File: src/skcd_pkg.sv
package skcd_pkg;

  // register indexes on the configuration port
  localparam logic [2:0] CFG_PROCESS_NOISE     = 3'd0;
  localparam logic [2:0] CFG_OBS_GAIN          = 3'd1;
  localparam logic [2:0] CFG_TRANSITION        = 3'd2;
  localparam logic [2:0] CFG_MEAS_NOISE        = 3'd3;
  localparam logic [2:0] CFG_WINDOW_LEN        = 3'd4;
  localparam logic [2:0] CFG_RECOMPUTE_GAP     = 3'd5;
  localparam logic [2:0] CFG_MIN_NOISE_VAR     = 3'd6;
  localparam logic [2:0] CFG_INITIAL_STATISTIC = 3'd7;

  // divider geometry: numerator is left aligned in DIV_NUM_W bits
  localparam int DIV_NUM_W = 80;
  localparam int DIV_CNT_W = 7;

  // ln(2) in q16.16
  localparam logic [15:0] LN2_Q16 = 16'd45426;

  // request word to the shared divider
  typedef struct packed {
    logic                   start;
    logic [DIV_NUM_W-1:0]   num;
    logic [31:0]            den;
    logic [DIV_CNT_W-1:0]   iters;
  } div_req_t;

  // ln(1 + i/16) in q16.16, 17 points
  function automatic logic [15:0] ln_point(input logic [4:0] idx);
    logic [15:0] r;
    case (idx)
      5'd0:    r = 16'd0;
      5'd1:    r = 16'd3973;
      5'd2:    r = 16'd7719;
      5'd3:    r = 16'd11262;
      5'd4:    r = 16'd14624;
      5'd5:    r = 16'd17821;
      5'd6:    r = 16'd20870;
      5'd7:    r = 16'd23783;
      5'd8:    r = 16'd26573;
      5'd9:    r = 16'd29248;
      5'd10:   r = 16'd31818;
      5'd11:   r = 16'd34292;
      5'd12:   r = 16'd36675;
      5'd13:   r = 16'd38975;
      5'd14:   r = 16'd41196;
      5'd15:   r = 16'd43345;
      5'd16:   r = 16'd45426;
      default: r = 16'd0;
    endcase
    return r;
  endfunction

  // clip an unsigned 64 bit value to 32 bits
  function automatic logic [31:0] sat_u32(input logic [63:0] v);
    return (|v[63:32]) ? 32'hFFFF_FFFF : v[31:0];
  endfunction

  // clip a signed 33 bit value to 32 bits
  function automatic logic signed [31:0] sat_s33(input logic signed [32:0] v);
    logic signed [31:0] r;
    if (v[32] != v[31]) begin
      r = v[32] ? 32'sh8000_0000 : 32'sh7FFF_FFFF;
    end else begin
      r = v[31:0];
    end
    return r;
  endfunction

  // signed q16 product from a magnitude product and the sign
  function automatic logic signed [31:0] smul_sat(input logic [63:0] prod, input logic neg);
    logic [47:0]        m;
    logic signed [31:0] r;
    m = prod[63:16];
    if (!neg) begin
      r = (|m[47:31]) ? 32'sh7FFF_FFFF : $signed({1'b0, m[30:0]});
    end else begin
      r = (m > 48'h0000_8000_0000) ? 32'sh8000_0000 : $signed(32'(48'd0 - m));
    end
    return r;
  endfunction

  // magnitude of a signed 32 bit word
  function automatic logic [31:0] mag32(input logic signed [31:0] v);
    return v[31] ? (32'd0 - v) : v;
  endfunction

  // magnitude of a signed 16 bit word
  function automatic logic [15:0] mag16(input logic signed [15:0] v);
    return v[15] ? (16'd0 - v) : v;
  endfunction

endpackage

File: src/skcd_mul.sv
module skcd_mul
  import skcd_pkg::*;
(
  input  logic        clk,
  input  logic [31:0] a,
  input  logic [31:0] b,
  output logic [63:0] p
);

  logic [63:0] p_r;

  // one registered unsigned product per cycle
  always_ff @(posedge clk) begin
    p_r <= 64'(a) * 64'(b);
  end

  assign p = p_r;

endmodule

File: config.mk
export PLATFORM = sky130hd
export DESIGN_NAME = skcd_mul
export DESIGN_NICKNAME = d
export VERILOG_FILES = /design/src/skcd_pkg.sv /design/src/skcd_mul.sv
export SDC_FILE = /design/constraint.sdc
export NUM_CORES = 2
export LEC_CHECK = 0
export BUFFER_PORTS_ARGS = -buffer_cell sky130_fd_sc_hd__buf_2
export CORE_MARGIN = 1.5
export CORE_UTILIZATION = 55
export CTS_CLUSTER_DIAMETER = 120
export DETAILED_ROUTE_END_ITERATION = 12
export HOLD_SLACK_MARGIN = 0.03
export PLACE_DENSITY = 0.81
export SYNTH_ARGS = -nofsm -noshare
export SYNTH_HDL_FRONTEND = slang
export SYNTH_SLANG_ARGS = --single-unit
export TNS_END_PERCENT = 1
File: constraint.sdc
create_clock -name clk -period 9.8 [get_ports clk]
set_input_delay 1.47 -clock clk [delete_from_list [all_inputs] [get_ports clk]]
set_output_delay 1.47 -clock clk [all_outputs]
set_load 0.03 [all_outputs]
# Word level (Yosys, flattened, before mapping)

Cells that the tools add are included.

Bits of input ports: 65
Word-level logic and storage cells: 2
Register bits: 64
Output and inout port bits: 64

Multipliers: 1

Operators by type and width:

| cell                         | count |
|---|---|
| multiplier 32 x 32 -> 64 bit | 1 |

# Longest topological paths before layout

Word-level depth: 1
Gate-level depth with buffers: 29
Gate-level depth less buffers: 27

# Least setup slack after synthesis

Ideal clock, no wire load.

Path type: input to register
Start point: input port a[25]
End point: register p_r[62], in the netlist p[62]
Buffers on the path: 2
Required time: 9728 ps
Arrival time: 8151 ps
Setup time: 72 ps
Stages: 25
Slack: 1577 ps
Cells stage by stage: clkbuf_1 nand2_1 fa_1 inv_1 fa_1 inv_1 fa_1 inv_1 fa_1 fa_1 fa_1 fa_1 inv_1 fa_1 inv_1 ha_1 buf_2 nand4_1 or4_1 or3_1 a31oi_1 a31o_2 a211oi_1 o21ai_1 xor2_1

Cells in the longest elaborated chain, start to end: 1

Ends and longest elaborated chain:

| item                         | RTL line       | text |
|---|---|---|
| from (decl)                  | skcd_mul.sv:5  | `input logic [31:0] a,` |
| multiplier 32 x 32 -> 64 bit | skcd_mul.sv:14 | `p_r <= 64'(a) * 64'(b);` |
| to (signal assigned)         | skcd_mul.sv:14 |  |
| to (decl)                    | skcd_mul.sv:10 | `logic [63:0] p_r;` |

Every way passes these cells.

# Worst setup path after layout

Start point: input port a[18]
End point: register p_r[62], in the netlist p[62]

Same word-level chain as after synthesis.

==> qor.csv <==
stage,metric,value,unit
synthesis,yosysTopAreaCellShare,51.7,%
synthesis,yosysSeqAreaShare,3.69,%
synthesis,postSynthAreaPerCell,9.25,um2
synthesis,synthXorXnorAreaFrac,1.52,%
setup_path,worstSetupEndpointType,register,
route,wirelength,91300,um
synthesis,netlist-cell-type-count,57,
placed_design,dp_hpwl,75100,um
synthesis,synth_top_family_by_area,adder cells,
floorplanning,pin_count,129,
setup_path,criticalPathCategory,in2reg,
grt,antenna_found_initial,2,
route,drt_iter0_drc,1709,
synthesis,synthCells,3748,
placed_design,port_buffers,128,
min_path,hold_class,in2reg,
sta,tns,0,ns
floorplanning,fp.dieW,254,um
grt,grt_pass1_wl,148000,um
synthesis,synth_compound_area_share,4.15,%
clock_tree,path_clk_slew,0.06,ns
setup_path,critPathLaunchType,primary input,
synthesis,synth-edff-count,0,
clock_tree,cts_resized,0,
synthesis,synth_warnings,0,
route,ant_nets,0,
sta,fmax,113,MHz
layout,largest_reg_flops,64,
synthesis,synthArstFlopShare,0,%
sta,worst_slew_pin_slew,0.851,ns
min_path,min_path_cells,3,
setup_path,cp.arrival,9.16,ns
clock_tree,cts.sinks,64,
synthesis,syn_area,34700,um2
route,first_pass_iters,6,
synthesis,synth_nets,4972,
run_status,status,finished clean,
synthesis,synthSimpleGateAreaFrac,17.6,%
sta,setup_viol,0,
route,wl_per_cell,20.1,um
route,vias_per_cell,5.58,
min_path,min_from,a[0],
synthesis,ys.flop_type,dfxtp_1,
floorplanning,initial_core_util,55.9,%
floorplanning,die_area,64600,um2
sta,relSlewSlack,43.3,%
layout,postLayoutCoreUtil,58.2,%
synthesis,yosysTopAreaCell,fa_1,
synthesis,ys_seq_elements,64,
sta,min_period,8.89,ns
min_path,worstHoldEndpoint,p[0],
route,vias,25300,
floorplanning,num_rows,91,
sta,rsz0062_at_grt,no,
sta,report.final.hold_viol_count,0,
sta,drv_slew,0,
layout,final_cell_mix,"896 x fa_1, 865 x inv_1, 602 x and2_1",
clock_tree,cts_tree,yes,
layout,final_nets,4925,
clock_tree,cts_buffers,9,
grt,grt_util_all_layers,29.9,%
clock_tree,htree_levels,3,
layout,area_growth,4.10,%
floorplanning,die_y,254,um
flow_run,max-cap-violations,0,
grt,grt_max_degree,33,
grt,grt_pass1_vias,28600,
setup_path,worstPathMaxFanout,32,
clock_tree,cts-root-buf,clkbuf_16,
clock_tree,cts_setup_buffers,0,
layout,layout_commonest_cell,fa_1,
floorplanning,design.core.area,62100,um2
synthesis,synthAdderAreaFrac,61.2,%
layout,drive_gt1_share,5.24,%
synthesis,muxShareOfSynthArea,0.0289,%
clock_tree,ctsHoldBuffers,0,
setup_path,required,10.07,ns
route,drc,0,
clock_tree,cts_max_path_buffers,2,
grt,grt-ovfl-total,0,
sta,post-route-period-util,90.7,%
placed_design,place_congestion,0.948,
synthesis,yosys-top-cells-area,"fa_1 52%, and2_1 11%, ha_1 9.5%",
synthesized netlist by cell type, drive strengths merged (14+ instances only):
master and count:
and3 14, a21oi 66, dfxtp 64, and2 602, nor2 20, xor2 25, ha 263, nand4 23
a21o 40, o21ai 26, clkbuf 213, xnor2 35, inv 865, nand2 480, fa 896
cell families after synthesis:
logic type                 count (synthesis)
xor gates and xnor gates                  60
AOI/OAI and AO/OA                        202
buffers and inverters                   1085
muxes                                      1
and+or+nand+nor                         1177
DFF                                       64
adders and majority gates               1159
worst max-delay path, stage by stage:
cell and delay, ns:
buf_2 0.62, and2_1 0.25, fa_1 0.45, fa_1 0.56, inv_1 0.06, fa_1 0.49
fa_1 0.51, inv_1 0.06, fa_1 0.60, fa_1 0.46, fa_1 0.52, fa_1 0.43
ha_1 0.46, nand4_1 0.19, or4_1 0.57, or3_1 0.37, a31oi_1 0.38, a31o_2 0.27
a211oi_1 0.11, o21ai_1 0.17, xor2_1 0.14
layer usage:
| layer | GRT usage [%] | share of wire [%] | vias up |
|---|---|---|---|
| li1 | - | - | 10700 |
| met4 | 21.8 | 8.6 | 0 |
| met1 | 33.7 | 34 | 13000 |
| met2 | 50.9 | 50 | 1222 |
| met3 | 5.72 | 7.9 | 424 |
| met5 | 0 | 0 | - |
layout make-up:
type	instances	area [um2]
diodes	1	2.50
clock buffers	9	225
clock inverters	6	85.1
fillers	5178	26000
inverters	865	3250
multi-input cells	2599	29300
flip-flops and latches	64	1280
well taps	837	1050
repair buffers	162	896
stage by stage:
step,setup slack [ns],instance area (um2),hold slack [ns],instances
after floorplan,1.58,34700,1.60,3748
after CTS,1.03,36100,1.75,4542
after global placement,0.806,35800,1.90,4527
after global routing,0.734,36100,1.79,4543
final,0.913,36100,1.78,4543
after detailed placement,0.674,35800,1.91,4527
worst max-delay path by stage:
stage	slack [ns]	cells past startpoint	end	startpoint
2_1_floorplan	1.58	25	p[62]	a[25]
3_3_place_gp	0.81	21	p[62]	a[18]
3_5_place_dp	0.67	21	p[62]	a[18]
4_1_cts	1.03	21	p[62]	a[18]
5_1_grt	0.73	21	p[62]	a[18]
6_report	0.91	21	p[62]	a[18]
Power is not shown: default switching activity piles up to over one toggle a cycle in this logic, so the estimate is an artifact.
