[config.mk]
export PLATFORM = sky130hd
export DESIGN_NAME = skcd_ring
export DESIGN_NICKNAME = d
export VERILOG_FILES = /design/src/skcd_pkg.sv /design/src/skcd_ring.sv
export SDC_FILE = /design/constraint.sdc
export NUM_CORES = 2
export LEC_CHECK = 0
export BUFFER_PORTS_ARGS = -buffer_cell sky130_fd_sc_hd__buf_2
export CAP_MARGIN = 5
export CORE_MARGIN = 4
export CORE_UTILIZATION = 39
export CTS_BUF_LIST = sky130_fd_sc_hd__clkbuf_16
export CTS_CLUSTER_SIZE = 16
export DETAILED_ROUTE_END_ITERATION = 6
export HOLD_SLACK_MARGIN = 0.08
export PLACE_DENSITY = 0.6
export SYNTH_ARGS = -nofsm -noshare
export SYNTH_HDL_FRONTEND = slang
export SYNTH_SLANG_ARGS = --single-unit
[constraint.sdc]
create_clock -name clk -period 3.11 [get_ports clk]
set_input_delay 0.4665 -clock clk [delete_from_list [all_inputs] [get_ports clk]]
set_output_delay 0.4665 -clock clk [all_outputs]
set_load 0.05 [all_outputs]
[src/skcd_pkg.sv]
package skcd_pkg;

  // register indexes on the configuration port
  localparam logic [2:0] CFG_PROCESS_NOISE     = 3'd0;
  localparam logic [2:0] CFG_OBS_GAIN          = 3'd1;
  localparam logic [2:0] CFG_TRANSITION        = 3'd2;
  localparam logic [2:0] CFG_MEAS_NOISE        = 3'd3;
  localparam logic [2:0] CFG_WINDOW_LEN        = 3'd4;
  localparam logic [2:0] CFG_RECOMPUTE_GAP     = 3'd5;
  localparam logic [2:0] CFG_MIN_NOISE_VAR     = 3'd6;
  localparam logic [2:0] CFG_INITIAL_STATISTIC = 3'd7;

  // divider geometry: numerator is left aligned in DIV_NUM_W bits
  localparam int DIV_NUM_W = 80;
  localparam int DIV_CNT_W = 7;

  // ln(2) in q16.16
  localparam logic [15:0] LN2_Q16 = 16'd45426;

  // request word to the shared divider
  typedef struct packed {
    logic                   start;
    logic [DIV_NUM_W-1:0]   num;
    logic [31:0]            den;
    logic [DIV_CNT_W-1:0]   iters;
  } div_req_t;

  // ln(1 + i/16) in q16.16, 17 points
  function automatic logic [15:0] ln_point(input logic [4:0] idx);
    logic [15:0] r;
    case (idx)
      5'd0:    r = 16'd0;
      5'd1:    r = 16'd3973;
      5'd2:    r = 16'd7719;
      5'd3:    r = 16'd11262;
      5'd4:    r = 16'd14624;
      5'd5:    r = 16'd17821;
      5'd6:    r = 16'd20870;
      5'd7:    r = 16'd23783;
      5'd8:    r = 16'd26573;
      5'd9:    r = 16'd29248;
      5'd10:   r = 16'd31818;
      5'd11:   r = 16'd34292;
      5'd12:   r = 16'd36675;
      5'd13:   r = 16'd38975;
      5'd14:   r = 16'd41196;
      5'd15:   r = 16'd43345;
      5'd16:   r = 16'd45426;
      default: r = 16'd0;
    endcase
    return r;
  endfunction

  // clip an unsigned 64 bit value to 32 bits
  function automatic logic [31:0] sat_u32(input logic [63:0] v);
    return (|v[63:32]) ? 32'hFFFF_FFFF : v[31:0];
  endfunction

  // clip a signed 33 bit value to 32 bits
  function automatic logic signed [31:0] sat_s33(input logic signed [32:0] v);
    logic signed [31:0] r;
    if (v[32] != v[31]) begin
      r = v[32] ? 32'sh8000_0000 : 32'sh7FFF_FFFF;
    end else begin
      r = v[31:0];
    end
    return r;
  endfunction

  // signed q16 product from a magnitude product and the sign
  function automatic logic signed [31:0] smul_sat(input logic [63:0] prod, input logic neg);
    logic [47:0]        m;
    logic signed [31:0] r;
    m = prod[63:16];
    if (!neg) begin
      r = (|m[47:31]) ? 32'sh7FFF_FFFF : $signed({1'b0, m[30:0]});
    end else begin
      r = (m > 48'h0000_8000_0000) ? 32'sh8000_0000 : $signed(32'(48'd0 - m));
    end
    return r;
  endfunction

  // magnitude of a signed 32 bit word
  function automatic logic [31:0] mag32(input logic signed [31:0] v);
    return v[31] ? (32'd0 - v) : v;
  endfunction

  // magnitude of a signed 16 bit word
  function automatic logic [15:0] mag16(input logic signed [15:0] v);
    return v[15] ? (16'd0 - v) : v;
  endfunction

endpackage

[src/skcd_ring.sv]
module skcd_ring
  import skcd_pkg::*;
#(
  parameter int DEPTH = 256,
  parameter int AW    = 8
) (
  input  logic                clk,
  input  logic                wr_en,
  input  logic [AW-1:0]       wr_addr,
  input  logic signed [15:0]  wr_data,
  input  logic [AW-1:0]       rd_addr,
  output logic signed [15:0]  rd_data
);

  logic signed [15:0] mem [DEPTH];
  logic signed [15:0] rd_data_r;

  // sample store, one write and one registered read per cycle
  always_ff @(posedge clk) begin
    if (wr_en) begin
      mem[wr_addr] <= wr_data;
    end
    rd_data_r <= mem[rd_addr];
  end

  assign rd_data = rd_data_r;

endmodule

# Word level (Yosys, flattened, before mapping)
# Memories as Yosys holds them, arrays and structs flattened. A register that Yosys moved wholly into a read port is not among the register bits.
# Index checks and enable logic that the tools add are counted.
[word_totals] regBits=0 latch_bits=0 ram_bits=4096 rom_bits=0 output_inout_bits=16 word_cells=3 memories=1
[mem_list] memory="mem" words=256 word_bits=16 read_ports=1 rd_clocked_by_memory_dff=1 wr=1 line="skcd_ring.sv:15" rtl="logic signed [15:0] mem [DEPTH];"
[op_classes] add_sub_neg=0 mul=0 div=0 magnitude_cmp=0 eq_ne=0 shifts=0 muxes=2 bitwise=0 n_reduce_logical=0
[ops] op="1-bit 2-to-1 mux" count=2

# Depth between registers and ports, before layout
[depth] ltp_word=2 depth_mapped=12

# Least setup slack after synthesis
# OpenSTA, ideal clock, no wires.
[synth_timing] path_type="input port to flip-flop" from="in wr_addr[3]" to="mem mem[235][0], enable pin" setup_time_ns=0.388 t_arrival_ns=2.243 setup_slack_ns=0.478 path_stages=6 path_buffers=3 path_cell_list="clkbuf_1 -> nor2b_1 -> clkbuf_1 -> nand4_1 -> clkbuf_1 -> nor2_1"
[synth_lines] element="start: declaration" line="skcd_ring.sv:9" rtl="input logic [AW-1:0] wr_addr,"
[synth_lines] element="end: declaration" line="skcd_ring.sv:15"
# Straight into the memory's write port.

==> results.sh <==
export IMPL_crit_buf_inv=6
export IMPL_grt_pass1_wl_um=609000
export IMPL_overflow=0
export IMPL_ys_ff_latch=4112
export IMPL_pin_count=50
export IMPL_cp_common_cell="buf_4"
export IMPL_layout_common_cells="edfxtp_1, buf_4, mux4_2, mux2i_1, clkbuf_16"
export IMPL_slew_headroom_pct=8.69
export IMPL_rsz0062_at_grt="no"
export IMPL_fp_row_count=234
export IMPL_gp_congestion=0.872
export IMPL_die_area_sq_mm=0.417
export IMPL_grt_pass1_vias=80900
export IMPL_clock_skew_final_ps=54.4
export IMPL_clock_sinks=4112
export IMPL_p_per_area_mw_per_mm2=620
export IMPL_synthArstFlopShare_pct=0
export IMPL_ys_types=52
export IMPL_synthFlopType="edfxtp_1"
export IMPL_hpwl_um=274000
export IMPL_r2r_worst_path_cells=8
export IMPL_crit_cells=12
export IMPL_yosysSeqAreaShare_pct=77.7
export IMPL_cts_buffers=403
export IMPL_core_sq_mm=0.406
export IMPL_cp_start_kind="input pin"
export IMPL_insertion_delay_ps=950
export IMPL_dr_pass1_iters=6
export IMPL_drive_above_1_share_pct=29.9
export IMPL_finalWorstSetupSlack_ps=195
export IMPL_fin_cells=14100
export IMPL_worstSetupPathType="in2reg"
export IMPL_cts_setup_buffers=0
export IMPL_antenna_found_initial=29
export IMPL_period_share_pct=93.7
export IMPL_cp_required_ps=3940
export IMPL_dr_first_iter_drc_count=11000
export IMPL_p_leak_nw=60.1
export IMPL_ys_warn_count=0
export IMPL_hold_path_depth=1
export IMPL_cts_resized=0
export IMPL_wl_um=429000
export IMPL_hold_path_class="in2reg"
export IMPL_die_w_um=646
export IMPL_layout_nets=8410
export IMPL_syn_num_nets=7394
export IMPL_synth_top_area_cell="edfxtp_1"
export IMPL_io_buffers=49
export IMPL_synth_area_leaders="edfxtp_1, mux4_2, mux2i_1"
export IMPL_path_cells="buf_12, buf_4, buf_12, buf_4, buf_4, mux2i_1, o221ai_1, a21oi_1, o31ai_1, o32ai_1, buf_4, nor4_1"
export IMPL_ant_nets=0
export IMPL_clockRootBuffer="clkbuf_16"
export IMPL_cp_data_arrival_time_ps=3740
export IMPL_via_per_inst=5.72
export IMPL_fmax_ghz=0.343
export IMPL_crit_path_end_kind="register"
export IMPL_syn_area_per_cell_sq_um=21.6
export IMPL_routedWlPerCell_um=30.3
export IMPL_path_delay_family="compound AO/OA/AOI/OAI gates"
export IMPL_status="completed"
export IMPL_fp_dieH_um=646
export IMPL_cp_max_fo=17
export IMPL_cts_clk_slew_worst_paths_ps=60
export IMPL_vias=80900
export IMPL_drv_cap=0
export IMPL_area_delta_synth_final_pct=17.1
export IMPL_max_stage_delay_ps=1010
export IMPL_synth_top_area_share_pct=77.5
export IMPL_dp_slack_ps=-690
export IMPL_cp_slowest_cell="o31ai_1"
export IMPL_drcViolationCount=0
export IMPL_netlist_instances=7360
export IMPL_post_route_min_period_ps=2910
export IMPL_cts_tree="yes"
export IMPL_grt_max_degree=116
export IMPL_clockBufferDepth=4
export IMPL_worstMarginPinSlew_ps=1360
export IMPL_placed_cells=13400
export IMPL_cts_hold_buffers=15
export IMPL_peakVddDrop_v=0.000605
export IMPL_holdWs_ps=151
export IMPL_grt_util_all_layers_pct=20.2
export IMPL_final_hold_violation_count=0
export IMPL_finalSetupViolCount=0
export IMPL_start_util_pct=39.1
export IMPL_syn_cell_area_sq_mm=0.159
export IMPL_h_tree_depth=5
export IMPL_fin_setup_tns_ps=0
export IMPL_synth_edff_count=4096
export IMPL_slew_viol_final=0
export IMPL_mostFrequentLayoutCell="edfxtp_1"
==> metrics by stage <==
stage | area [sq um] | power [mW] | util (%)
2_1_floorplan | 159000 | 65.5 | -
3_3_place_gp | 173000 | 68.9 | 42.6
3_5_place_dp | 173000 | 69.0 | 42.6
4_1_cts | 186000 | 116 | 45.8
5_1_grt | 186000 | 119 | 45.8
6_report | 186000 | 115 | 45.8
==> report_power, final <==
group          switching (mW)  leakage, nW  internal [mW]
clock network            20.6         6.60           26.7
registers               0.117         36.9           61.1
logic                    4.14         16.5           2.49
total                    24.9         60.1           90.3
==> synth_stat cells (all sizes together), types with 43 or more instances <==
cell and n:
mux4 797, buf 222, nor3 92, edfxtp 4096, a22oi 43, clkbuf 230
a21oi 175, mux2i 565, nor2 304, o221ai 253, mux2 88, o22ai 148
==> worst register-to-register path, stage by stage (launching register included) <==
cell	delay [ps]
edfxtp_1	370
mux4_2	490
mux2_2	310
a221oi_1	470
buf_4	200
o31ai_1	270
o32ai_1	240
buf_4	220
nor4_1	70
==> area by class of cell <==
cell class / instances / area (sq um)
clock inverter: 321 / 2600
timing repair buffer: 1063 / 9800
antenna: 19 / 47.5
clock buffer: 409 / 10200
multi-input combinational: 2792 / 33000
inverter: 4 / 27.5
tap: 5428 / 6790
fill: 33800 / 220000
sequential: 4112 / 123000
==> per-layer routing <==
| layer | up-vias | GRT usage [%] | part of all wire (%) |
|---|---|---|---|
| li1 | 33300 | - | - |
| met1 | 43400 | 28.0 | 40 |
| met2 | 3535 | 32.5 | 48 |
| met3 | 618 | 3.60 | 8.1 |
| met4 | 10 | 6.61 | 3.5 |
| met5 | - | 0 | 0.016 |
==> registers in the layout (all words and copies together) (netlist names) <==
name,flops
mem,4096
rd_data,16
==> worst paths after layout <==
check	from	end	slack, ps
worst max-delay path	rd_addr[0]	rd_data[3]	200
worst min-delay path	wr_data[15]	mem[238][15]	150
worst max register to register	mem[131][10]	rd_data[10]	380
worst min register to register	mem[104][8]	rd_data[8]	1070
==> cell families after synthesis <==
logic type             Yosys count  synth area share [%]
flip-flops                    4112                  77.7
buffers and inverters          456                  1.69
AND/OR/NAND/NOR                556                  1.57
multiplexers                  1450                  15.5
AO/OA/AOI/OAI                  786                  3.54
No activity file was read; power rests on OpenSTA's default activity.
