## src/skcd_pkg.sv

```systemverilog
package skcd_pkg;

  // register indexes on the configuration port
  localparam logic [2:0] CFG_PROCESS_NOISE     = 3'd0;
  localparam logic [2:0] CFG_OBS_GAIN          = 3'd1;
  localparam logic [2:0] CFG_TRANSITION        = 3'd2;
  localparam logic [2:0] CFG_MEAS_NOISE        = 3'd3;
  localparam logic [2:0] CFG_WINDOW_LEN        = 3'd4;
  localparam logic [2:0] CFG_RECOMPUTE_GAP     = 3'd5;
  localparam logic [2:0] CFG_MIN_NOISE_VAR     = 3'd6;
  localparam logic [2:0] CFG_INITIAL_STATISTIC = 3'd7;

  // divider geometry: numerator is left aligned in DIV_NUM_W bits
  localparam int DIV_NUM_W = 80;
  localparam int DIV_CNT_W = 7;

  // ln(2) in q16.16
  localparam logic [15:0] LN2_Q16 = 16'd45426;

  // request word to the shared divider
  typedef struct packed {
    logic                   start;
    logic [DIV_NUM_W-1:0]   num;
    logic [31:0]            den;
    logic [DIV_CNT_W-1:0]   iters;
  } div_req_t;

  // ln(1 + i/16) in q16.16, 17 points
  function automatic logic [15:0] ln_point(input logic [4:0] idx);
    logic [15:0] r;
    case (idx)
      5'd0:    r = 16'd0;
      5'd1:    r = 16'd3973;
      5'd2:    r = 16'd7719;
      5'd3:    r = 16'd11262;
      5'd4:    r = 16'd14624;
      5'd5:    r = 16'd17821;
      5'd6:    r = 16'd20870;
      5'd7:    r = 16'd23783;
      5'd8:    r = 16'd26573;
      5'd9:    r = 16'd29248;
      5'd10:   r = 16'd31818;
      5'd11:   r = 16'd34292;
      5'd12:   r = 16'd36675;
      5'd13:   r = 16'd38975;
      5'd14:   r = 16'd41196;
      5'd15:   r = 16'd43345;
      5'd16:   r = 16'd45426;
      default: r = 16'd0;
    endcase
    return r;
  endfunction

  // clip an unsigned 64 bit value to 32 bits
  function automatic logic [31:0] sat_u32(input logic [63:0] v);
    return (|v[63:32]) ? 32'hFFFF_FFFF : v[31:0];
  endfunction

  // clip a signed 33 bit value to 32 bits
  function automatic logic signed [31:0] sat_s33(input logic signed [32:0] v);
    logic signed [31:0] r;
    if (v[32] != v[31]) begin
      r = v[32] ? 32'sh8000_0000 : 32'sh7FFF_FFFF;
    end else begin
      r = v[31:0];
    end
    return r;
  endfunction

  // signed q16 product from a magnitude product and the sign
  function automatic logic signed [31:0] smul_sat(input logic [63:0] prod, input logic neg);
    logic [47:0]        m;
    logic signed [31:0] r;
    m = prod[63:16];
    if (!neg) begin
      r = (|m[47:31]) ? 32'sh7FFF_FFFF : $signed({1'b0, m[30:0]});
    end else begin
      r = (m > 48'h0000_8000_0000) ? 32'sh8000_0000 : $signed(32'(48'd0 - m));
    end
    return r;
  endfunction

  // magnitude of a signed 32 bit word
  function automatic logic [31:0] mag32(input logic signed [31:0] v);
    return v[31] ? (32'd0 - v) : v;
  endfunction

  // magnitude of a signed 16 bit word
  function automatic logic [15:0] mag16(input logic signed [15:0] v);
    return v[15] ? (16'd0 - v) : v;
  endfunction

endpackage

```

## src/skcd_div.sv

```systemverilog
module skcd_div
  import skcd_pkg::*;
(
  input  logic                 clk,
  input  logic                 rst_n,
  input  div_req_t             req,
  output logic                 done,
  output logic [DIV_NUM_W-1:0] quot
);

  logic [DIV_NUM_W-1:0] q_r;
  logic [31:0]          rem_r;
  logic [31:0]          den_r;
  logic [DIV_CNT_W-1:0] cnt_r;
  logic                 busy_r;
  logic                 done_r;
  logic [32:0]          rem_sh;
  logic                 fits;

  // restoring step, one quotient bit per cycle
  assign rem_sh = {rem_r, q_r[DIV_NUM_W-1]};
  assign fits   = (rem_sh >= {1'b0, den_r});

  always_ff @(posedge clk) begin
    if (!rst_n) begin
      busy_r <= 1'b0;
      done_r <= 1'b0;
      cnt_r  <= '0;
    end else begin
      done_r <= 1'b0;
      if (req.start) begin
        q_r    <= req.num;
        den_r  <= req.den;
        rem_r  <= '0;
        cnt_r  <= req.iters;
        busy_r <= 1'b1;
      end else if (busy_r) begin
        rem_r <= fits ? 32'(rem_sh - {1'b0, den_r}) : rem_sh[31:0];
        q_r   <= {q_r[DIV_NUM_W-2:0], fits};
        cnt_r <= cnt_r - 1'b1;
        if (cnt_r == DIV_CNT_W'(1)) begin
          busy_r <= 1'b0;
          done_r <= 1'b1;
        end
      end
    end
  end

  assign done = done_r;
  assign quot = q_r;

endmodule

```

## config.mk

```make
export PLATFORM = sky130hd
export DESIGN_NAME = skcd_div
export DESIGN_NICKNAME = d
export VERILOG_FILES = /design/src/skcd_pkg.sv /design/src/skcd_div.sv
export SDC_FILE = /design/constraint.sdc
export NUM_CORES = 1
export LEC_CHECK = 0
export BUFFER_PORTS_ARGS = -buffer_cell sky130_fd_sc_hd__buf_2
export CAP_MARGIN = 10
export CORE_ASPECT_RATIO = 1.25
export CORE_MARGIN = 4
export CORE_UTILIZATION = 50
export DETAILED_ROUTE_END_ITERATION = 10
export HOLD_SLACK_MARGIN = 0.03
export PLACE_DENSITY = 0.76
export SLEW_MARGIN = 10
export SYNTH_ARGS = -nofsm -noshare
export SYNTH_HDL_FRONTEND = slang
export SYNTH_SLANG_ARGS = --single-unit
```

## constraint.sdc

```tcl
create_clock -name clk -period 5.3 [get_ports clk]
set_clock_uncertainty 0.1 [all_clocks]
set_input_delay 1.06 -clock clk [delete_from_list [all_inputs] [get_ports clk]]
set_output_delay 1.06 -clock clk [all_outputs]
set_load 0.01 [all_outputs]
```

== Word-level counts from Yosys, hierarchy flattened ==
Index checks and enable logic that the tools add are counted.
Storage, ports and cells
  register bits: 153
  input port bits: 122
  output and inout port bits: 81
  word-level logic and storage cells: 26
Cells by class
  $add $sub $neg: 2
  magnitude comparators: 1
  equal/unequal tests: 1
  multiplexer cells: 10
  bitwise gates (word level): 2
  reductions and logical operators: 4
Operators with widths (number)
  80-bit two-way mux: 2
  32-bit two-way mux: 2
  33-bit by 32-bit greater-or-equal comparator with 1-bit output: 1
  32-bit subtractor: 1
  7-bit two-way mux: 2
  7-bit by 1-bit == test with 1-bit output, second input constant: 1
  7-bit by 1-bit subtractor with 7-bit output, second input constant: 1
  1-bit two-way mux: 4
  2-bit AND reduction: 2
  3-bit OR reduction: 1
  1-bit inverter: 2
  2-bit nonzero test: 1

== Longest topological paths before layout ==
Gate-level depths: netlist of the first run.
  depth after elaboration: 4
  gate-level depth with buffers: 14
  gate-level depth less buffers: 13

== Worst setup path after synthesis of the first run ==
OpenSTA, ideal clock, no wires.
  kind: input-to-reg
  start: in req[119] in the netlist's numbering
  end: reg q_r[0] (netlist: quot[0]) (enable)
  library setup time: 0.481 ns
  arrival: 4.082 ns
  data required time: 4.719 ns
  path slack: 0.637 ns
  cell stages on the path: 3
  buffers on the path: 2
  path through: clkbuf_1 -> clkbuf_1 -> o21a_1
On the way
  word-level cells in the longest chain between the ends: 2
RTL lines
  start: declaration: line skcd_div.sv:6  | input div_req_t req,
  2-bit nonzero test (no line)
  2-bit AND reduction (no line)
  end signal: assignment: line skcd_div.sv:32  | q_r <= req.num;
  end signal: assignment: line skcd_div.sv:39  | q_r <= {q_r[DIV_NUM_W-2:0], fits};
  end: declaration: line skcd_div.sv:11  | logic [DIV_NUM_W-1:0] q_r;
Every way passes these cells.
A chain may end at the register's enable or synchronous reset.

== Worst setup path after layout of the first run ==
  start: reg rem_r[25]
  end: reg rem_r[26], data pin
On the way
  word-level cells in the longest chain between the ends: 3
  elaborated cells between the ends (all ways): 4
  those cells by class: 1 x add/sub; 1 x order compare; 2 x mux
RTL lines
  start: declaration: line skcd_div.sv:12  | logic [31:0] rem_r;
  start signal: assignment: line skcd_div.sv:38  | rem_r <= fits ? 32'(rem_sh - {1'b0, den_r}) : rem_sh[31:0];
  32-bit subtractor or 33-bit by 32-bit greater-or-equal comparator with 1-bit output (tied branches): line skcd_div.sv:38, skcd_div.sv:22
  32-bit two-way mux (*): line skcd_div.sv:38
  32-bit two-way mux (*): line skcd_div.sv:37  | end else if (busy_r) begin
Mark *: on every way between the ends. The rest lies on a longest branch, timed or not. The select of a mux whose other input is x is not followed.

==> results.json, run 1 <==
{
  "rows": 51,
  "power.leakage_nw": 4.187,
  "fmax_mhz": 261.3,
  "numPortBuffers": 202,
  "synth-main-ff-cell": "edfxtp_1",
  "cts_tree": "yes",
  "wl_per_cell_um": 17.95,
  "worstHoldStart": "cnt_r[6]",
  "postCtsSetupBuffers": 0,
  "seq_area_frac_synth_pct": 55.16,
  "clock_latency_ns": 0.43,
  "final-max-slew-violation-count": 0,
  "num_vias": 5849,
  "reg2regPathDepth": 10,
  "holdPathEnd": "done",
  "period_needed_ns": 3.826,
  "holdBufCountCts": 0,
  "overflow": 0,
  "hold_class": "reg -> reg",
  "syn_inst": 655,
  "first_pass_iters": 4,
  "tns_ns": 0,
  "worst_pin_slew_ns": 0.9767,
  "slowest_stage": "a31oi_4",
  "grt_usage_pct": 21.31,
  "critPathKind": "reg -> reg",
  "crit_chain": "ha_1, nand2_2, or4_4, nor4_2, a21oi_1, a21bo_1, a31oi_4, buf_4, mux2i_1, nor2_1",
  "reg2reg_to": "rem_r[26]",
  "place.detailed.hpwl_um": 14280,
  "area_growth_syn_to_layout_pct": 21.76,
  "grt_pass1_wl_um": 30170,
  "cts.path.max_buffers": 2,
  "cp_slowest_stage_delay_ns": 0.72,
  "cts_buffers": 17,
  "max_slew_margin_pct": 34.89,
  "crit_arrival_ns": 3.87,
  "placedCellCount": 1047,
  "finalWirelength_um": 19410,
  "die-area_mm2": 0.01845,
  "drive_gt1_share_pct": 38.52,
  "vdd_drop_max_v": 0.0002142,
  "status": "completed",
  "fin_cells": 1081,
  "hold_depth": 1,
  "drtIter0Drc": 250,
  "async_reset_ff_share_pct": 0,
  "h-tree-depth": 4,
  "die_width_um": 122.3,
  "yosys_warnings": 0,
  "yosysUniqueCellTypes": 54,
  "boundaryPins": 203,
  "endpoint_kind": "register",
  "cts_sinks": 153,
  "p_per_area_mw_per_mm2": 348.3,
  "synth-edff-count": 144,
  "synth.avg_cell_area_um2": 12.47,
  "cts_root_buffer": "clkbuf_16",
  "worstPathMaxFanout": 24,
  "drtAntennaViolNets": 0,
  "cap_violations": 0,
  "worstSetupStartpointType": "register",
  "chipHeight_um": 150.9,
  "route.detailed.drc": 0,
  "start_util_pct": 51.60,
  "gp_congestion": 0.8916,
  "setup_viol": 0,
  "ys_ff_latch": 153,
  "vias_per_cell": 5.411,
  "cts_resized": 0,
  "clk_pin_slew_ns": 0.07,
  "finalHoldViolations": 0,
  "grt_start_max_net_pins": 68,
  "antenna_found_initial": 2,
  "coreArea_mm2": 0.01583,
  "netlist_area_mm2": 0.008165,
  "r2r-start": "rem_r[25]",
  "synthesis.nets": 812,
  "period_share_pct": 72.19,
  "r2r_slack_ns": 1.47,
  "grt_pass1_vias": 6064,
  "fin_nets": 1011,
  "rsz0062_at_grt": "false",
  "worstPathRequired_ns": 5.35
}
power breakdown:
group          total (mW)  switching (mW)  leakage, nW  internal [mW]
Combinational       0.775           0.424         2.45          0.351
Sequential           1.50          0.0513         1.45           1.45
Clock                1.19           0.560        0.284          0.628
cell type report:
| class | count | area [µm²] |
|---|---|---|
| fill | 1334 | 5883 |
| clock inverter | 15 | 156.4 |
| timing repair buffer | 207 | 1064 |
| multi-input combinational | 429 | 3349 |
| inverter | 46 | 172.7 |
| sequential | 153 | 4504 |
| clock buffer | 17 | 425.4 |
| antenna | 2 | 5.005 |
| tap | 212 | 265.3 |
synthesized netlist by cell type (all sizes together) (2+ instances only):
cell    count  share of area, %
mux2       79                11
a31oi       7              0.72
nand2b      8              0.61
xnor2      20               2.1
nand2      31               1.5
a21o       11               1.0
inv        46               2.1
o21ai      21               1.3
clkbuf      9              0.41
dfxtp       9               2.2
nand3       8              0.49
o21bai      2              0.18
mux2i      27               3.3
o21a        9              0.83
buf        18               1.4
nor3        6              0.37
xor2       11               1.2
edfxtp    144                53
nor3b       2              0.25
o31ai       5              0.46
nand4       8              0.61
o211ai      4              0.37
o31a        2              0.21
nor2       55               2.7
or3         2              0.15
nor4        8              0.69
a211oi      8               1.0
ha         34               5.2
nor2b       6              0.46
a21oi      34               2.1
o311ai      2              0.21
and2        8              0.61
logic make-up (layout without fill, tap and decap cells):
| logic type | Yosys count | after routing | synth area share, % |
|---|---|---|---|
| AOI/OAI and AO/OA | 113 | 113 | 9.363 |
| xor gates and xnor gates | 31 | 31 | 3.325 |
| adders and majority gates | 35 | 35 | 5.455 |
| buffers and inverters | 73 | 285 | 3.907 |
| DFF | 153 | 153 | 55.16 |
| muxes | 106 | 106 | 14.20 |
| other | 0 | 2 | 0 |
| and+or+nand+nor | 144 | 144 | 8.581 |
placed cells by master (no fill, tap or decap), types with 9 or more instances in the layout:
cell	count
a21oi_1	33
edfxtp_1	144
xor2_1	11
dfxtp_1	9
buf_2	201
ha_1	34
a21o_1	11
xnor2_1	20
mux2i_1	27
inv_1	46
clkbuf_16	17
mux2_2	79
o21ai_0	18
nor2_1	51
nand2_1	30
metrics by stage:
step           instance area, µm²  hold slack, ns  power, mW  utilization [%]  setup slack [ns]
6_report                     9942          0.4000      3.463            62.82             1.474
5_1_grt                      9940          0.4115      3.633            62.81             1.184
4_1_cts                      9937          0.4042      3.497            62.79             1.433
3_5_place_dp                 9355          0.3920      2.298            59.12             1.445
3_3_place_gp                 9355          0.3932      2.284            59.12             1.478
2_1_floorplan                8165          0.3402      2.102                -            0.6370
per-layer routing:
metal	global-route usage, %	wire, µm	vias up
li1	-	-	2827
met1	23.86	7412	2804
met2	36.86	9969	181
met3	7.882	1515	35
met4	8.179	503	2
met5	0	9	-
worst max-delay path: cells and delay by family, from the launching register on:
kind / cells / cell delay [ns]
compound gates: 3 / 1.03
simple gates: 4 / 1.00
fa+ha+maj: 1 / 0.42
flops: 1 / 0.41
buf+inv: 1 / 0.36
mux: 1 / 0.22
flip-flops by register name, indices dropped and copies added, names as in the netlist:
register,cells
rem_r,32
done,1
busy_r,1
quot,80
cnt_r,7
den_r,32
worst max-delay path by stage:
stage	startpoint	endpoint	slack [ns]	cells after the start
finish	rem_r[25]	rem_r[26]	1.47	10
global route	rem_r[11]	rem_r[20]	1.18	12
CTS	rem_r[25]	rem_r[26]	1.43	10
detailed placement	rem_r[25]	rem_r[26]	1.44	10
global placement	rem_r[25]	rem_r[26]	1.48	10
floorplan	req[119]	quot[0]	0.64	3
(Power assumes the default switching activity.)
==> run 2, diff against run 1 <==
- clock period: 5.3 -> 3.8 ns (I/O delays scaled with it)
==> results.json, run 2 (synthesized netlist as in run 1, its figures left out) <==
{
  "fin_nets": 1013,
  "grt_usage_pct": 21.59,
  "holdBufCountCts": 0,
  "crit_start": "rem_r[26]",
  "finalWirelength_um": 19270,
  "area_growth_syn_to_layout_pct": 21.74,
  "holdWs_ns": 0.3980,
  "path_buf_inv": 2,
  "postCtsSetupBuffers": 0,
  "fin_area_mm2": 0.009941,
  "route.detailed.drc": 0,
  "h-tree-depth": 4,
  "endpoint_kind": "register",
  "cts_buffers": 17,
  "layout.area.seq_mm2": 0.004504,
  "p_comb_share_pct": 22.6,
  "final_common_cell": "buf_2",
  "worstSetupStartpointType": "register",
  "crit_family": "simple AND/OR/NAND/NOR gates",
  "antenna_found_initial": 1,
  "period_needed_ns": 3.418,
  "coreArea_mm2": 0.01583,
  "clk_pin_slew_ns": 0.07,
  "reg2reg_to": "rem_r[13]",
  "cts_root_buffer": "clkbuf_16",
  "crit_chain": "ha_1, inv_1, or4_4, nor4_2, a21oi_1, a21bo_1, a31oi_4, buf_4, mux2i_1, nor2_1",
  "wl_per_cell_um": 17.81,
  "grt_pass1_wl_um": 30700,
  "path_depth": 10,
  "clock_latency_ns": 0.43,
  "power_switching_mw": 1.419,
  "die_width_um": 122.3,
  "vias_per_cell": 5.346,
  "swShare_pct": 29.60,
  "worstSetupEndpoint": "rem_r[13]",
  "boundaryPins": 203,
  "max_slew_margin_pct": 66.95,
  "nFillCells": 1303,
  "cap_violations": 0,
  "fmax_mhz": 292.6,
  "multi_input_area_mm2": 0.003349,
  "place.detailed.hpwl_um": 14250,
  "cts_tree": "yes",
  "overflow": 0,
  "die-area_mm2": 0.01845,
  "r2r_slack_ns": 0.38,
  "reg2regPathDepth": 10,
  "largest_register_ffs": 80,
  "rsz0062_at_grt": "false",
  "dpl-instance-area_mm2": 0.009383,
  "worstPathMaxFanout": 22,
  "final-max-slew-violation-count": 0,
  "hold_class": "reg -> reg",
  "grt_pass1_vias": 6052,
  "cts_resized": 0,
  "crit_arrival_ns": 3.48,
  "drive_gt1_share_pct": 38.55,
  "cts.path.max_buffers": 2,
  "power.leakage_nw": 4.189,
  "worst_pin_slew_ns": 0.4906,
  "seqPwrFrac_pct": 43.6,
  "cp_slowest_stage_delay_ns": 0.59,
  "clkPwrFrac_pct": 33.8,
  "start_util_pct": 51.60,
  "numPortBuffers": 202,
  "status": "completed",
  "rows": 51,
  "gp_congestion": 0.8947,
  "num_vias": 5784,
  "drtIter0Drc": 285,
  "grt_start_max_net_pins": 101,
  "first_pass_iters": 4,
  "cts_sinks": 153,
  "setup_viol": 0,
  "layout_common_cells": "201 x buf_2, 144 x edfxtp_1, 79 x mux2_2",
  "p_per_area_mw_per_mm2": 482.2,
  "finalHoldViolations": 0,
  "tns_ns": 0,
  "period_share_pct": 89.95,
  "chipHeight_um": 150.9,
  "worstPathRequired_ns": 3.87,
  "critPathKind": "reg -> reg",
  "internal_power_mw": 3.375,
  "slowest_stage": "or4_4",
  "vdd_drop_max_v": 0.0003344,
  "drtAntennaViolNets": 0,
  "r2r-start": "rem_r[26]"
}
[run 2: power by group through the flow]
stage                     Clock (mW)  Sequential [mW]  Combinational, mW
final                           1.62             2.09               1.09
after global routing            1.73             2.11               1.21
after CTS                       1.66             2.09               1.09
after detailed placement           0             2.12               1.09
after global placement             0             2.12               1.07
after floorplan                    0             2.14              0.791
[run 2: layer usage]
layer / global-route usage [%] / vias up / part of all wire (%)
met4: 6.835 / 2 / 1.2
met2: 36.42 / 188 / 51
met3: 7.807 / 23 / 8.1
met5: 0 / - / 0.067
li1: - / 2839 / -
met1: 25.73 / 2732 / 40
[run 2: layout make-up]
type	instances	area share, %
Timing Repair Buffer	209	10.98
Clock buffer	17	4.279
Sequential cell	153	45.31
Multi-Input combinational cell	429	33.69
Tap cell	212	2.668
Inverter	46	1.737
Clock inverter	15	1.309
Antenna cell	1	0.02517
[run 2: worst reg2reg max path, stage by stage, from the launching register on]
cell      delay (ns)
edfxtp_1        0.40
ha_1            0.39
inv_1           0.10
or4_4           0.59
nor4_2          0.31
a21oi_1         0.13
a21bo_1         0.21
a31oi_4         0.23
buf_4           0.39
mux2i_1         0.26
nor2_1          0.05
[run 2: metrics by stage]
step / setup WS, ns / std cells / total power, mW / utilization, %
global route: 0.1330 / 1081 / 5.044 / 62.80
CTS: 0.3913 / 1081 / 4.839 / 62.80
global placement: 0.4735 / 1049 / 3.192 / 59.29
floorplan: 0.5860 / 655 / 2.928 / -
detailed placement: 0.4078 / 1049 / 3.207 / 59.29
finish: 0.3820 / 1082 / 4.794 / 62.82
[run 2: worst min path at each step]
stage / to / cells past startpoint / startpoint / slack, ns
floorplan: done / 1 / cnt_r[6] / 0.34
global placement: done / 1 / cnt_r[6] / 0.39
detailed placement: done / 1 / cnt_r[6] / 0.40
CTS: den_r[6] / 1 / req[13] / 0.38
global route: den_r[6] / 1 / req[13] / 0.37
finish: done / 1 / cnt_r[6] / 0.40
==> run 3, diff against run 2 <==
- BUFFER_PORTS_ARGS: -buffer_cell sky130_fd_sc_hd__buf_2 -> -buffer_cell sky130_fd_sc_hd__buf_4
==> results.json, run 3 (synthesized netlist as in run 1, its figures left out) <==
{
  "status": "completed",
  "coreArea_mm2": 0.01583,
  "numPortBuffers": 202,
  "grt_pass1_wl_um": 32010,
  "finalHoldViolations": 0,
  "overflow": 0,
  "critPathKind": "reg -> reg",
  "reg2reg_to": "rem_r[28]",
  "r2r-start": "quot[79]",
  "crit_arrival_ns": 3.59,
  "worstHoldStart": "req[33]",
  "cts_root_buffer": "clkbuf_16",
  "period_share_pct": 92.85,
  "p_comb_share_pct": 23.2,
  "cts_resized": 0,
  "grt_pass1_vias": 6388,
  "holdPathEnd": "den_r[26]",
  "path_buf_inv": 1,
  "endpoint_kind": "register",
  "worstSetupStartpointType": "register",
  "cts_buffers": 17,
  "power_switching_mw": 1.457,
  "hold_depth": 1,
  "final_common_cell": "buf_4",
  "fmax_mhz": 283.4,
  "chipHeight_um": 150.9,
  "max_slew_margin_pct": 56.59,
  "wl_per_cell_um": 18.87,
  "area_growth_syn_to_layout_pct": 28.56,
  "reg2regPathDepth": 12,
  "vdd_drop_max_v": 0.0003066,
  "grt_start_max_net_pins": 102,
  "fin_nets": 1014,
  "h-tree-depth": 4,
  "r2r_slack_ns": 0.27,
  "finalWirelength_um": 20420,
  "p_per_area_mw_per_mm2": 479.2,
  "swShare_pct": 28.97,
  "clock_latency_ns": 0.44,
  "largest_register_ffs": 80,
  "power.leakage_nw": 4.388,
  "nFillCells": 1216,
  "rsz0062_at_grt": "false",
  "die_width_um": 122.3,
  "worst_pin_slew_ns": 0.6456,
  "seqPwrFrac_pct": 41.6,
  "period_needed_ns": 3.528,
  "cts.path.max_buffers": 2,
  "antenna_found_initial": 0,
  "worstPathRequired_ns": 3.86,
  "boundaryPins": 203,
  "cp_common_cell": "a21oi_1",
  "cts_tree": "yes",
  "fin_cells": 1082,
  "route.detailed.drc": 0,
  "setup_viol": 0,
  "die-area_mm2": 0.01845,
  "hold_class": "in -> reg",
  "place.detailed.hpwl_um": 15090,
  "slowest_stage": "o31ai_1",
  "layout_common_cells": "208 x buf_4, 144 x edfxtp_1, 79 x mux2_2",
  "internal_power_mw": 3.574,
  "clkPwrFrac_pct": 35.2,
  "rows": 51,
  "placedCellCount": 1050,
  "drive_gt1_share_pct": 38.74,
  "worstPathMaxFanout": 3,
  "gp_congestion": 0.8695,
  "final_core_util_pct": 66.33,
  "postCtsSetupBuffers": 0,
  "crit_chain": "inv_1, ha_1, fa_1, nand2b_1, a21oi_1, nor4_1, o31ai_1, o21a_1, a31oi_1, a41o_1, o21ai_1, a21oi_1",
  "cp_slowest_stage_delay_ns": 0.55,
  "tns_ns": 0,
  "drtAntennaViolNets": 0,
  "insertedDiodeCount": 0,
  "num_vias": 5983,
  "final-max-slew-violation-count": 0,
  "crit_family": "compound AO/OA/AOI/OAI gates",
  "cap_violations": 0,
  "drtIter0Drc": 345,
  "vias_per_cell": 5.530,
  "first_pass_iters": 5,
  "holdBufCountCts": 0,
  "clk_pin_slew_ns": 0.07,
  "cts_sinks": 153,
  "grt_usage_pct": 22.53,
  "start_util_pct": 51.60
}
## run 3: cell count changes in the layout (fill, tap and decap cells not counted), sizes merged
cell    change
clkinv      -2
diode       -1
bufinv      +2
buf         +1
## run 3: through the flow
stage | hold WS (ns) | power, mW | worst slack [ns] | instance area (µm²)
after floorplan | 0.3402 | 2.928 | 0.5860 | 8167
after global placement | 0.3862 | 3.248 | 0.5312 | 9893
after global routing | 0.3834 | 5.248 | 0.1098 | 10500
after CTS | 0.3886 | 5.047 | 0.3323 | 10500
final | 0.4003 | 5.031 | 0.2716 | 10500
after detailed placement | 0.4028 | 3.281 | 0.4026 | 9893
## run 3: worst max-delay path by stage
stage | start | endpoint | slack, ns | cells past startpoint
6_report | quot[79] | rem_r[28] | 0.27 | 12
3_5_place_dp | rem_r[11] | rem_r[3] | 0.40 | 12
2_1_floorplan | req[119] | quot[0] | 0.59 | 3
4_1_cts | rem_r[11] | rem_r[3] | 0.33 | 12
3_3_place_gp | rem_r[0] | rem_r[2] | 0.53 | 12
5_1_grt | rem_r[11] | rem_r[3] | 0.11 | 12
## run 3: layout make-up
cell class | instances | area [µm²] | area share, %
inverter | 46 | 172.7 | 1.645
tap | 212 | 265.3 | 2.527
multi-input combinational | 429 | 3349 | 31.91
clock buffer | 17 | 425.4 | 4.052
clock inverter | 15 | 178.9 | 1.704
timing repair buffer | 210 | 1602 | 15.26
sequential | 153 | 4504 | 42.91
## run 3: power groups by stage
| stage | combinational (mW) | sequential (mW) | clock (mW) |
|---|---|---|---|
| after floorplan | 0.791 | 2.14 | 0 |
| after global placement | 1.13 | 2.12 | 0 |
| after detailed placement | 1.16 | 2.12 | 0 |
| after CTS | 1.17 | 2.09 | 1.79 |
| after global routing | 1.28 | 2.11 | 1.86 |
| final | 1.17 | 2.09 | 1.77 |
## run 3: per-layer routing
metal / track usage [%] / vias up / routed length, µm
met3: 9.600 / 39 / 1963
met4: 8.123 / 0 / 522
met5: 0 / - / 0
met2: 38.02 / 231 / 10190
li1: - / 2828 / -
met1: 25.47 / 2885 / 7743
